**src/hw/rtl/sha256_pkg.sv**
```systemverilog
// SHA-256 package: word type, sequencer control struct, round constants,
// initial hash values and the sigma functions.
// No dependencies.
package sha256_pkg;

  typedef logic [31:0] word_t;

  // Control from the sequencer to the schedule window and the round unit
  typedef struct packed {
    logic push;   // shift a message or padding word into the block window
    logic start;  // load working variables from the hash words
    logic step;   // run one round and extend the schedule by one word
    logic add;    // fold working variables into the hash words
    logic init;   // restore the initial hash values
  } ctl_t;

  localparam word_t PAD_WORD = 32'h8000_0000;
  localparam logic [7:0] PAD_BYTE = 8'h80;
  localparam logic [2:0] FULL_COUNT = 3'd4;

  function automatic word_t init_hash(input logic [2:0] i);
    word_t h;
    unique case (i)
      3'd0: h = 32'h6a09e667;
      3'd1: h = 32'hbb67ae85;
      3'd2: h = 32'h3c6ef372;
      3'd3: h = 32'ha54ff53a;
      3'd4: h = 32'h510e527f;
      3'd5: h = 32'h9b05688c;
      3'd6: h = 32'h1f83d9ab;
      3'd7: h = 32'h5be0cd19;
    endcase
    return h;
  endfunction

  function automatic word_t round_k(input logic [5:0] t);
    word_t k;
    unique case (t)
      6'd0:  k = 32'h428a2f98;  6'd1:  k = 32'h71374491;
      6'd2:  k = 32'hb5c0fbcf;  6'd3:  k = 32'he9b5dba5;
      6'd4:  k = 32'h3956c25b;  6'd5:  k = 32'h59f111f1;
      6'd6:  k = 32'h923f82a4;  6'd7:  k = 32'hab1c5ed5;
      6'd8:  k = 32'hd807aa98;  6'd9:  k = 32'h12835b01;
      6'd10: k = 32'h243185be;  6'd11: k = 32'h550c7dc3;
      6'd12: k = 32'h72be5d74;  6'd13: k = 32'h80deb1fe;
      6'd14: k = 32'h9bdc06a7;  6'd15: k = 32'hc19bf174;
      6'd16: k = 32'he49b69c1;  6'd17: k = 32'hefbe4786;
      6'd18: k = 32'h0fc19dc6;  6'd19: k = 32'h240ca1cc;
      6'd20: k = 32'h2de92c6f;  6'd21: k = 32'h4a7484aa;
      6'd22: k = 32'h5cb0a9dc;  6'd23: k = 32'h76f988da;
      6'd24: k = 32'h983e5152;  6'd25: k = 32'ha831c66d;
      6'd26: k = 32'hb00327c8;  6'd27: k = 32'hbf597fc7;
      6'd28: k = 32'hc6e00bf3;  6'd29: k = 32'hd5a79147;
      6'd30: k = 32'h06ca6351;  6'd31: k = 32'h14292967;
      6'd32: k = 32'h27b70a85;  6'd33: k = 32'h2e1b2138;
      6'd34: k = 32'h4d2c6dfc;  6'd35: k = 32'h53380d13;
      6'd36: k = 32'h650a7354;  6'd37: k = 32'h766a0abb;
      6'd38: k = 32'h81c2c92e;  6'd39: k = 32'h92722c85;
      6'd40: k = 32'ha2bfe8a1;  6'd41: k = 32'ha81a664b;
      6'd42: k = 32'hc24b8b70;  6'd43: k = 32'hc76c51a3;
      6'd44: k = 32'hd192e819;  6'd45: k = 32'hd6990624;
      6'd46: k = 32'hf40e3585;  6'd47: k = 32'h106aa070;
      6'd48: k = 32'h19a4c116;  6'd49: k = 32'h1e376c08;
      6'd50: k = 32'h2748774c;  6'd51: k = 32'h34b0bcb5;
      6'd52: k = 32'h391c0cb3;  6'd53: k = 32'h4ed8aa4a;
      6'd54: k = 32'h5b9cca4f;  6'd55: k = 32'h682e6ff3;
      6'd56: k = 32'h748f82ee;  6'd57: k = 32'h78a5636f;
      6'd58: k = 32'h84c87814;  6'd59: k = 32'h8cc70208;
      6'd60: k = 32'h90befffa;  6'd61: k = 32'ha4506ceb;
      6'd62: k = 32'hbef9a3f7;  6'd63: k = 32'hc67178f2;
    endcase
    return k;
  endfunction

  function automatic word_t big_sigma0(input word_t x);
    return {x[1:0], x[31:2]} ^ {x[12:0], x[31:13]} ^ {x[21:0], x[31:22]};
  endfunction

  function automatic word_t big_sigma1(input word_t x);
    return {x[5:0], x[31:6]} ^ {x[10:0], x[31:11]} ^ {x[24:0], x[31:25]};
  endfunction

  function automatic word_t small_sigma0(input word_t x);
    return {x[6:0], x[31:7]} ^ {x[17:0], x[31:18]} ^ {3'b000, x[31:3]};
  endfunction

  function automatic word_t small_sigma1(input word_t x);
    return {x[16:0], x[31:17]} ^ {x[18:0], x[31:19]} ^ {10'b0, x[31:10]};
  endfunction

endpackage

```
**src/hw/rtl/sha256_if.sv**
```systemverilog
// Valid/ready channel interfaces for the SHA-256 engine: message words in,
// digest words out. No dependencies.
interface sha256_in_if;
  logic        valid;
  logic        ready;
  logic [31:0] message_word;
  logic [2:0]  valid_bytes;
  logic        end_of_message;

  modport source (output valid, message_word, valid_bytes, end_of_message,
                  input ready);
  modport sink (input valid, message_word, valid_bytes, end_of_message,
                output ready);
endinterface

interface sha256_out_if;
  logic        valid;
  logic        ready;
  logic [31:0] digest_word;
  logic [2:0]  digest_index;
  logic        digest_last;

  modport source (output valid, digest_word, digest_index, digest_last,
                  input ready);
  modport sink (input valid, digest_word, digest_index, digest_last,
                output ready);
endinterface

```
**src/hw/rtl/sha256_sched.sv**
```systemverilog
// SHA-256 block window and message schedule: a 16-word shift line that
// collects the block and then extends it one word per round.
// Depends on sha256_pkg.
module sha256_sched (
  input  logic               clk,
  input  sha256_pkg::ctl_t   ctl,
  input  sha256_pkg::word_t  push_word,
  output sha256_pkg::word_t  w_t
);
  import sha256_pkg::*;

  word_t win [16];
  word_t w_new;

  // W[t+16] from the window positions t, t+1, t+9, t+14
  assign w_new = small_sigma1(win[14]) + win[9] + small_sigma0(win[1]) + win[0];
  assign w_t   = win[0];

  // Shift in either a loaded word or the next schedule word
  always_ff @(posedge clk) begin
    if (ctl.push || ctl.step) begin
      for (int i = 0; i < 15; i++) begin
        win[i] <= win[i+1];
      end
      win[15] <= ctl.push ? push_word : w_new;
    end
  end

endmodule

```
**src/hw/rtl/sha256_round.sv**
```systemverilog
// SHA-256 round unit: working variables a..h, one compression round per
// step, and the eight hash words. Depends on sha256_pkg.
module sha256_round (
  input  logic                    clk,
  input  logic                    rst,
  input  sha256_pkg::ctl_t        ctl,
  input  logic [5:0]              round_idx,
  input  sha256_pkg::word_t       w_t,
  output sha256_pkg::word_t [7:0] hash
);
  import sha256_pkg::*;

  word_t v [8];
  word_t t1;
  word_t t2;
  word_t ch;
  word_t maj;

  always_comb begin
    ch  = (v[4] & v[5]) ^ (~v[4] & v[6]);
    maj = (v[0] & v[1]) ^ (v[0] & v[2]) ^ (v[1] & v[2]);
    t1  = v[7] + big_sigma1(v[4]) + ch + round_k(round_idx) + w_t;
    t2  = big_sigma0(v[0]) + maj;
  end

  // Working variables
  always_ff @(posedge clk) begin
    if (ctl.start) begin
      for (int i = 0; i < 8; i++) begin
        v[i] <= hash[i];
      end
    end else if (ctl.step) begin
      v[7] <= v[6];
      v[6] <= v[5];
      v[5] <= v[4];
      v[4] <= v[3] + t1;
      v[3] <= v[2];
      v[2] <= v[1];
      v[1] <= v[0];
      v[0] <= t1 + t2;
    end
  end

  // Hash words: initial values after reset or a finished message
  always_ff @(posedge clk) begin
    if (rst || ctl.init) begin
      for (int i = 0; i < 8; i++) begin
        hash[i] <= init_hash(3'(i));
      end
    end else if (ctl.add) begin
      for (int i = 0; i < 8; i++) begin
        hash[i] <= hash[i] + v[i];
      end
    end
  end

endmodule

```
**src/hw/rtl/sha256_hash_engine.sv**
```systemverilog
// SHA-256 engine. A message word is taken while the 16-word block is
// filling; the request that completes a block is followed by 64 rounds
// and one hash update in the single round unit, during which no new
// message word is taken. The end request is followed by padding words up
// to the block end, one or two compressions, then eight digest words, one
// per cycle as the sink takes them; input is held off from the end request
// until the last digest word is taken, and the engine then starts fresh.
// Depends on sha256_pkg, sha256_if, sha256_sched and sha256_round.
module sha256_hash_engine (
  input logic                 clk,
  input logic                 rst,
  sha256_in_if.sink           msg,
  sha256_out_if.source        digest
);
  import sha256_pkg::*;

  localparam logic [2:0] ST_IDLE = 3'd0;
  localparam logic [2:0] ST_PAD  = 3'd1;
  localparam logic [2:0] ST_COMP = 3'd2;
  localparam logic [2:0] ST_ADD  = 3'd3;
  localparam logic [2:0] ST_EMIT = 3'd4;

  logic [2:0]  state;
  logic [2:0]  state_next;
  logic [3:0]  fill;
  logic [5:0]  round;
  logic [63:0] bit_len;
  logic        finishing;
  logic        extra_pad;
  logic        len_hi_sent;
  logic [2:0]  out_idx;

  logic        in_acc;
  logic        out_acc;
  logic [2:0]  cnt;
  word_t       first_word;
  word_t       push_word;
  word_t       w_t;
  word_t [7:0] hash;
  ctl_t        ctl;

  assign in_acc  = msg.valid && msg.ready;
  assign out_acc = digest.valid && digest.ready;

  // Byte count: anything but a short end count is a full word
  assign cnt = (msg.valid_bytes > FULL_COUNT || (!msg.end_of_message
               && msg.valid_bytes < FULL_COUNT)) ? FULL_COUNT : msg.valid_bytes;

  // Short final word: keep the valid bytes and place the pad byte behind them
  always_comb begin
    unique case (cnt)
      3'd0:    first_word = PAD_WORD;
      3'd1:    first_word = {msg.message_word[31:24], PAD_BYTE, 16'h0};
      3'd2:    first_word = {msg.message_word[31:16], PAD_BYTE, 8'h0};
      3'd3:    first_word = {msg.message_word[31:8], PAD_BYTE};
      default: first_word = msg.message_word;
    endcase
  end

  // Word pushed into the block window
  always_comb begin
    if (state == ST_IDLE) begin
      push_word = first_word;
    end else if (extra_pad) begin
      push_word = PAD_WORD;
    end else if (len_hi_sent) begin
      push_word = bit_len[31:0];
    end else if (fill == 4'd14) begin
      push_word = bit_len[63:32];
    end else begin
      push_word = '0;
    end
  end

  // Control to the datapath
  always_comb begin
    ctl.push  = in_acc || (state == ST_PAD);
    ctl.start = ctl.push && (fill == 4'd15);
    ctl.step  = (state == ST_COMP);
    ctl.add   = (state == ST_ADD);
    ctl.init  = out_acc && digest.digest_last;
  end

  // Sequencer
  always_comb begin
    state_next = state;
    unique case (state)
      ST_IDLE: begin
        if (in_acc) begin
          if (ctl.start) state_next = ST_COMP;
          else if (msg.end_of_message) state_next = ST_PAD;
        end
      end
      ST_PAD: begin
        if (ctl.start) state_next = ST_COMP;
      end
      ST_COMP: begin
        if (round == 6'd63) state_next = ST_ADD;
      end
      ST_ADD: begin
        if (!finishing) state_next = ST_IDLE;
        else if (len_hi_sent) state_next = ST_EMIT;
        else state_next = ST_PAD;
      end
      ST_EMIT: begin
        if (ctl.init) state_next = ST_IDLE;
      end
      default: state_next = ST_IDLE;
    endcase
  end

  always_ff @(posedge clk) begin
    if (rst) begin
      state       <= ST_IDLE;
      fill        <= '0;
      round       <= '0;
      bit_len     <= '0;
      finishing   <= 1'b0;
      extra_pad   <= 1'b0;
      len_hi_sent <= 1'b0;
      out_idx     <= '0;
    end else begin
      state <= state_next;
      if (ctl.push) fill <= fill + 4'd1;
      if (ctl.start) round <= '0;
      else if (ctl.step) round <= round + 6'd1;

      // Message length and end-of-message bookkeeping
      if (in_acc) begin
        bit_len <= bit_len + {58'b0, cnt, 3'b000};
        if (msg.end_of_message) begin
          finishing <= 1'b1;
          extra_pad <= (cnt == FULL_COUNT);
        end
      end
      if (state == ST_PAD) begin
        if (extra_pad) extra_pad <= 1'b0;
        else if (!len_hi_sent && fill == 4'd14) len_hi_sent <= 1'b1;
      end

      // Digest output; the index wraps to zero on the last word
      if (out_acc) out_idx <= out_idx + 3'd1;
      if (ctl.init) begin
        fill        <= '0;
        bit_len     <= '0;
        finishing   <= 1'b0;
        len_hi_sent <= 1'b0;
      end
    end
  end

  assign msg.ready           = (state == ST_IDLE);
  assign digest.valid        = (state == ST_EMIT);
  assign digest.digest_word  = hash[out_idx];
  assign digest.digest_index = out_idx;
  assign digest.digest_last  = (out_idx == 3'd7);

  sha256_sched u_sched (
    .clk       (clk),
    .ctl       (ctl),
    .push_word (push_word),
    .w_t       (w_t)
  );

  sha256_round u_round (
    .clk       (clk),
    .rst       (rst),
    .ctl       (ctl),
    .round_idx (round),
    .w_t       (w_t),
    .hash      (hash)
  );

endmodule

```
**src/flat_wrapper.sv**
```systemverilog
// flat-port wrapper written by rule: the top's interface ports become plain ports
module sha256_hash_engine_flat import sha256_pkg::*;
  (clk, rst, msg_valid, msg_message_word, msg_valid_bytes, msg_end_of_message, msg_ready, digest_valid, digest_digest_word, digest_digest_index, digest_digest_last, digest_ready);
  sha256_in_if msg_i ();
  sha256_out_if digest_i ();
  input logic clk;
  input logic rst;
  input wire logic [$bits(msg_i.valid)-1:0] msg_valid;
  input wire logic [$bits(msg_i.message_word)-1:0] msg_message_word;
  input wire logic [$bits(msg_i.valid_bytes)-1:0] msg_valid_bytes;
  input wire logic [$bits(msg_i.end_of_message)-1:0] msg_end_of_message;
  output wire logic [$bits(msg_i.ready)-1:0] msg_ready;
  output wire logic [$bits(digest_i.valid)-1:0] digest_valid;
  output wire logic [$bits(digest_i.digest_word)-1:0] digest_digest_word;
  output wire logic [$bits(digest_i.digest_index)-1:0] digest_digest_index;
  output wire logic [$bits(digest_i.digest_last)-1:0] digest_digest_last;
  input wire logic [$bits(digest_i.ready)-1:0] digest_ready;
  assign msg_i.valid = msg_valid;
  assign msg_i.message_word = msg_message_word;
  assign msg_i.valid_bytes = msg_valid_bytes;
  assign msg_i.end_of_message = msg_end_of_message;
  assign msg_ready = msg_i.ready;
  assign digest_valid = digest_i.valid;
  assign digest_digest_word = digest_i.digest_word;
  assign digest_digest_index = digest_i.digest_index;
  assign digest_digest_last = digest_i.digest_last;
  assign digest_i.ready = digest_ready;
  sha256_hash_engine u_core (.clk(clk), .rst(rst), .msg(msg_i), .digest(digest_i));
endmodule
```
**config.mk**
```make
export PLATFORM = sky130hd
export DESIGN_NAME = sha256_hash_engine_flat
export DESIGN_NICKNAME = d
export VERILOG_FILES = /design/src/hw/rtl/sha256_pkg.sv /design/src/hw/rtl/sha256_if.sv /design/src/hw/rtl/sha256_sched.sv /design/src/hw/rtl/sha256_round.sv /design/src/hw/rtl/sha256_hash_engine.sv /design/src/flat_wrapper.sv
export SDC_FILE = /design/constraint.sdc
export NUM_CORES = 2
export LEC_CHECK = 0
export BUFFER_PORTS_ARGS = -buffer_cell sky130_fd_sc_hd__buf_2
export CAP_MARGIN = 0
export CORE_MARGIN = 4
export CORE_UTILIZATION = 59
export DETAILED_ROUTE_END_ITERATION = 7
export PLACE_DENSITY = 0.75
export SLEW_MARGIN = 20
export SYNTH_ARGS = -nofsm -noshare
export SYNTH_HDL_FRONTEND = slang
export SYNTH_SLANG_ARGS = --single-unit
```
**constraint.sdc**
```tcl
create_clock -name clk -period 18.3 [get_ports clk]
set_clock_uncertainty 0.15 [all_clocks]
set_input_delay 3.66 -clock clk [delete_from_list [all_inputs] [get_ports clk]]
set_output_delay 3.66 -clock clk [all_outputs]
set_load 0.03 [all_outputs]
```
==> out/metrics.cfg <==
[run_status]
status=completed

[cts]
cts_tree=built
cts-hold-fix-buffers=0
cts_buffer_depth=3
numCtsBuffers=119
post_cts_buffers=0
cts-root-buf=clkbuf_16
cts.sinks=1136
ctsResizeCount=0
clk_pin_slew_ps=70
clk_latency_ps=780
htree_num_levels=3

[synth]
synthAdderAreaFrac=0.134
synth_cells=6788
synth-simple-area-share=0.128
ys_seq_area_frac=0.443
synth_compound_area_frac=0.151
ys_seq_elements=1136
synth-edff-count=768
yosys.area.top_type=edfxtp_1
syn_area_sq_mm=0.0687
synth_top_family_by_area=compound AO/OA/AOI/OAI gates
synth-xor-area-share=0.0792
synthTopCellsByArea=edfxtp_1, dfxtp_1, ha_1, nand2_1, fa_1
avgSynthCellArea_sq_um=10.1
synth_mux_area_frac=0.0329
ys_types=96
syn_nets=7420
synth_warnings=0
synth_top_cell_area_share=0.336
synth_async_sr_flop_share=0
synth_flop_cell=edfxtp_1

[run]
maxCapViolations=0

[floorplan]
core_area_sq_mm=0.115
dieHeight_microns=349
fp.dieW_microns=349
ioPinCount=78
die-area_sq_mm=0.122
start_util=0.598
rows=124

[final_layout]
drive_above_1_share=0.0743
mostFrequentLayoutCell=nand2_1
nets=7367
area_growth_pct=8.47
postLayoutCellArea_sq_mm=0.0745
final_cell_mix=nand2_1, edfxtp_1, a21oi_1
num-fill-cells=8967

[global_route]
grt_util_all_layers=0.347
antenna_found_initial=11
overflow=0
grt_pass1_vias=51000
grt_max_degree=180
grt_first_pass_wirelength_microns=322000

[critical_path]
worstPathRequired_ps=18590
critPathLaunchType=register
crit_path_max_incr_delay_ps=830
path_class=register to register
critPathLaunch=u_core.u_round.v[1][26]
worstPathMaxFanout=6
crit_arrival_ps=8940
r2r_cells=30
r2r_setup_slack_ps=9650
regToRegStartpoint=u_core.u_round.v[1][26]
end_kind=register
cpMaxStageDelayCell=a2111oi_0
r2r_end=u_core.u_round.v[0][31]

[sta]
worstMarginPinSlew_ps=1220
setup_violations=0
finalHoldViolations=0
rsz0062_at_grt=no
period_needed_ps=8650
relSlewSlack=0.186
period_share=0.473
tns_ps=0
clock.fmax_mhz=116
report.final.slew_viol_count=0

[power_and_ir_drop]
peakVddDrop_mv=0.197
power.density_mw_per_mm2=121
p_leak_nw=29.2
total_power_mw=9.00

[route]
vias_per_cell=6.47
drt_iter0_drc=7026
ant_nets=0
drc=0
wl_microns=215000
vias=54100
drtPass1Iterations=8
wl_per_cell_microns=25.7

[place]
dp_hpwl_microns=156000
gp_congestion=1.01
io_buffer_count=77
post_dp_cell_area_sq_mm=0.0705

[hold_path]
min_from=u_core.u_sched.win[1][159]
hold_path.class=register to register
min_to=u_core.u_sched.win[1][127]
hold_depth=0

flip-flops by register name (all words and copies together) (netlist names), 3 cells and up, named ones only:
register                    cells
u_core.u_round.v              256
u_core.u_round.hash           256
u_core.bit_len                 61
u_core.state                    3
u_core.round                    6
u_core.digest.digest_index      3
u_core.u_sched.win            512
u_core.fill                     4
per-layer routing:
layer | part of all wire | global-route usage | wire [microns]
met3 | 0.11 | 0.0725 | 24600
met4 | 0.049 | 0.154 | 10600
met2 | 0.43 | 0.514 | 92500
met5 | 0.00014 | 0 | 30
met1 | 0.41 | 0.495 | 87100
report_power, final:
part | leakage (nW) | switching [mW] | internal (mW) | total (mW)
clock network | 1.94 | 1.10 | 1.43 | 2.53
logic | 17.0 | 2.02 | 1.27 | 3.28
registers | 10.3 | 0.160 | 3.03 | 3.19
total | 29.2 | 3.28 | 5.72 | 9.00
critical path, delay by kind of cell, from the launching register on:
kind / cells / cell delay [ps]
and+or+nand+nor: 3 / 350
DFF: 1 / 590
adders and majority gates: 7 / 2730
xor gates and xnor gates: 5 / 1200
AOI/OAI and AO/OA: 12 / 3170
buffers and inverters: 3 / 180
worst max path at each step:
stage | endpoint | slack [ps] | cells past startpoint
global placement | u_core.u_round.v[0][31] | 10020 | 29
floorplan | u_core.u_sched.win[0][0] | 1510 | 4
CTS | u_core.u_round.v[0][31] | 9860 | 30
finish | u_core.u_round.v[0][31] | 9650 | 30
detailed placement | u_core.u_round.v[0][31] | 9940 | 30
global route | u_core.u_round.v[0][31] | 9390 | 30
final cells by class:
type | instances | area (sq um) | share of cell area
diodes | 4 | 10.0 | 0.000134
clock buffers | 155 | 3180 | 0.0427
clock inverters | 72 | 888 | 0.0119
inverters | 255 | 957 | 0.0128
multi-input cells | 5075 | 36200 | 0.486
flip-flops and latches | 1136 | 30400 | 0.408
well taps | 1512 | 1890 | 0.0254
repair buffers | 148 | 947 | 0.0127
cells by family after synthesis:
logic type / after synthesis
AOI/OAI and AO/OA: 1653
muxes: 139
xor gates and xnor gates: 620
and+or+nand+nor: 2041
buffers and inverters: 577
DFF: 1136
adders and majority gates: 622
synth_stat cells (all sizes together), types with 109 or more instances:
master     n
a21o     157
dfxtp    368
a21oi    524
o21ai    392
nand2   1151
nor2     382
xor2     202
inv      255
edfxtp   768
fa       196
xnor2    418
ha       396
nand3    109
clkbuf   277
o211ai   110
per-stage QoR:
stage / worst slack, ps / instances / hold WS (ps) / utilization
after floorplan: 1510 / 6788 / 250 / -
after global placement: 10020 / 8126 / 250 / 0.613
after detailed placement: 9940 / 8126 / 255 / 0.613
after CTS: 9860 / 8353 / 227 / 0.648
after global routing: 9390 / 8353 / 239 / 0.648
final: 9650 / 8357 / 217 / 0.648
Note: power is estimated with default switching activity, not from simulation.
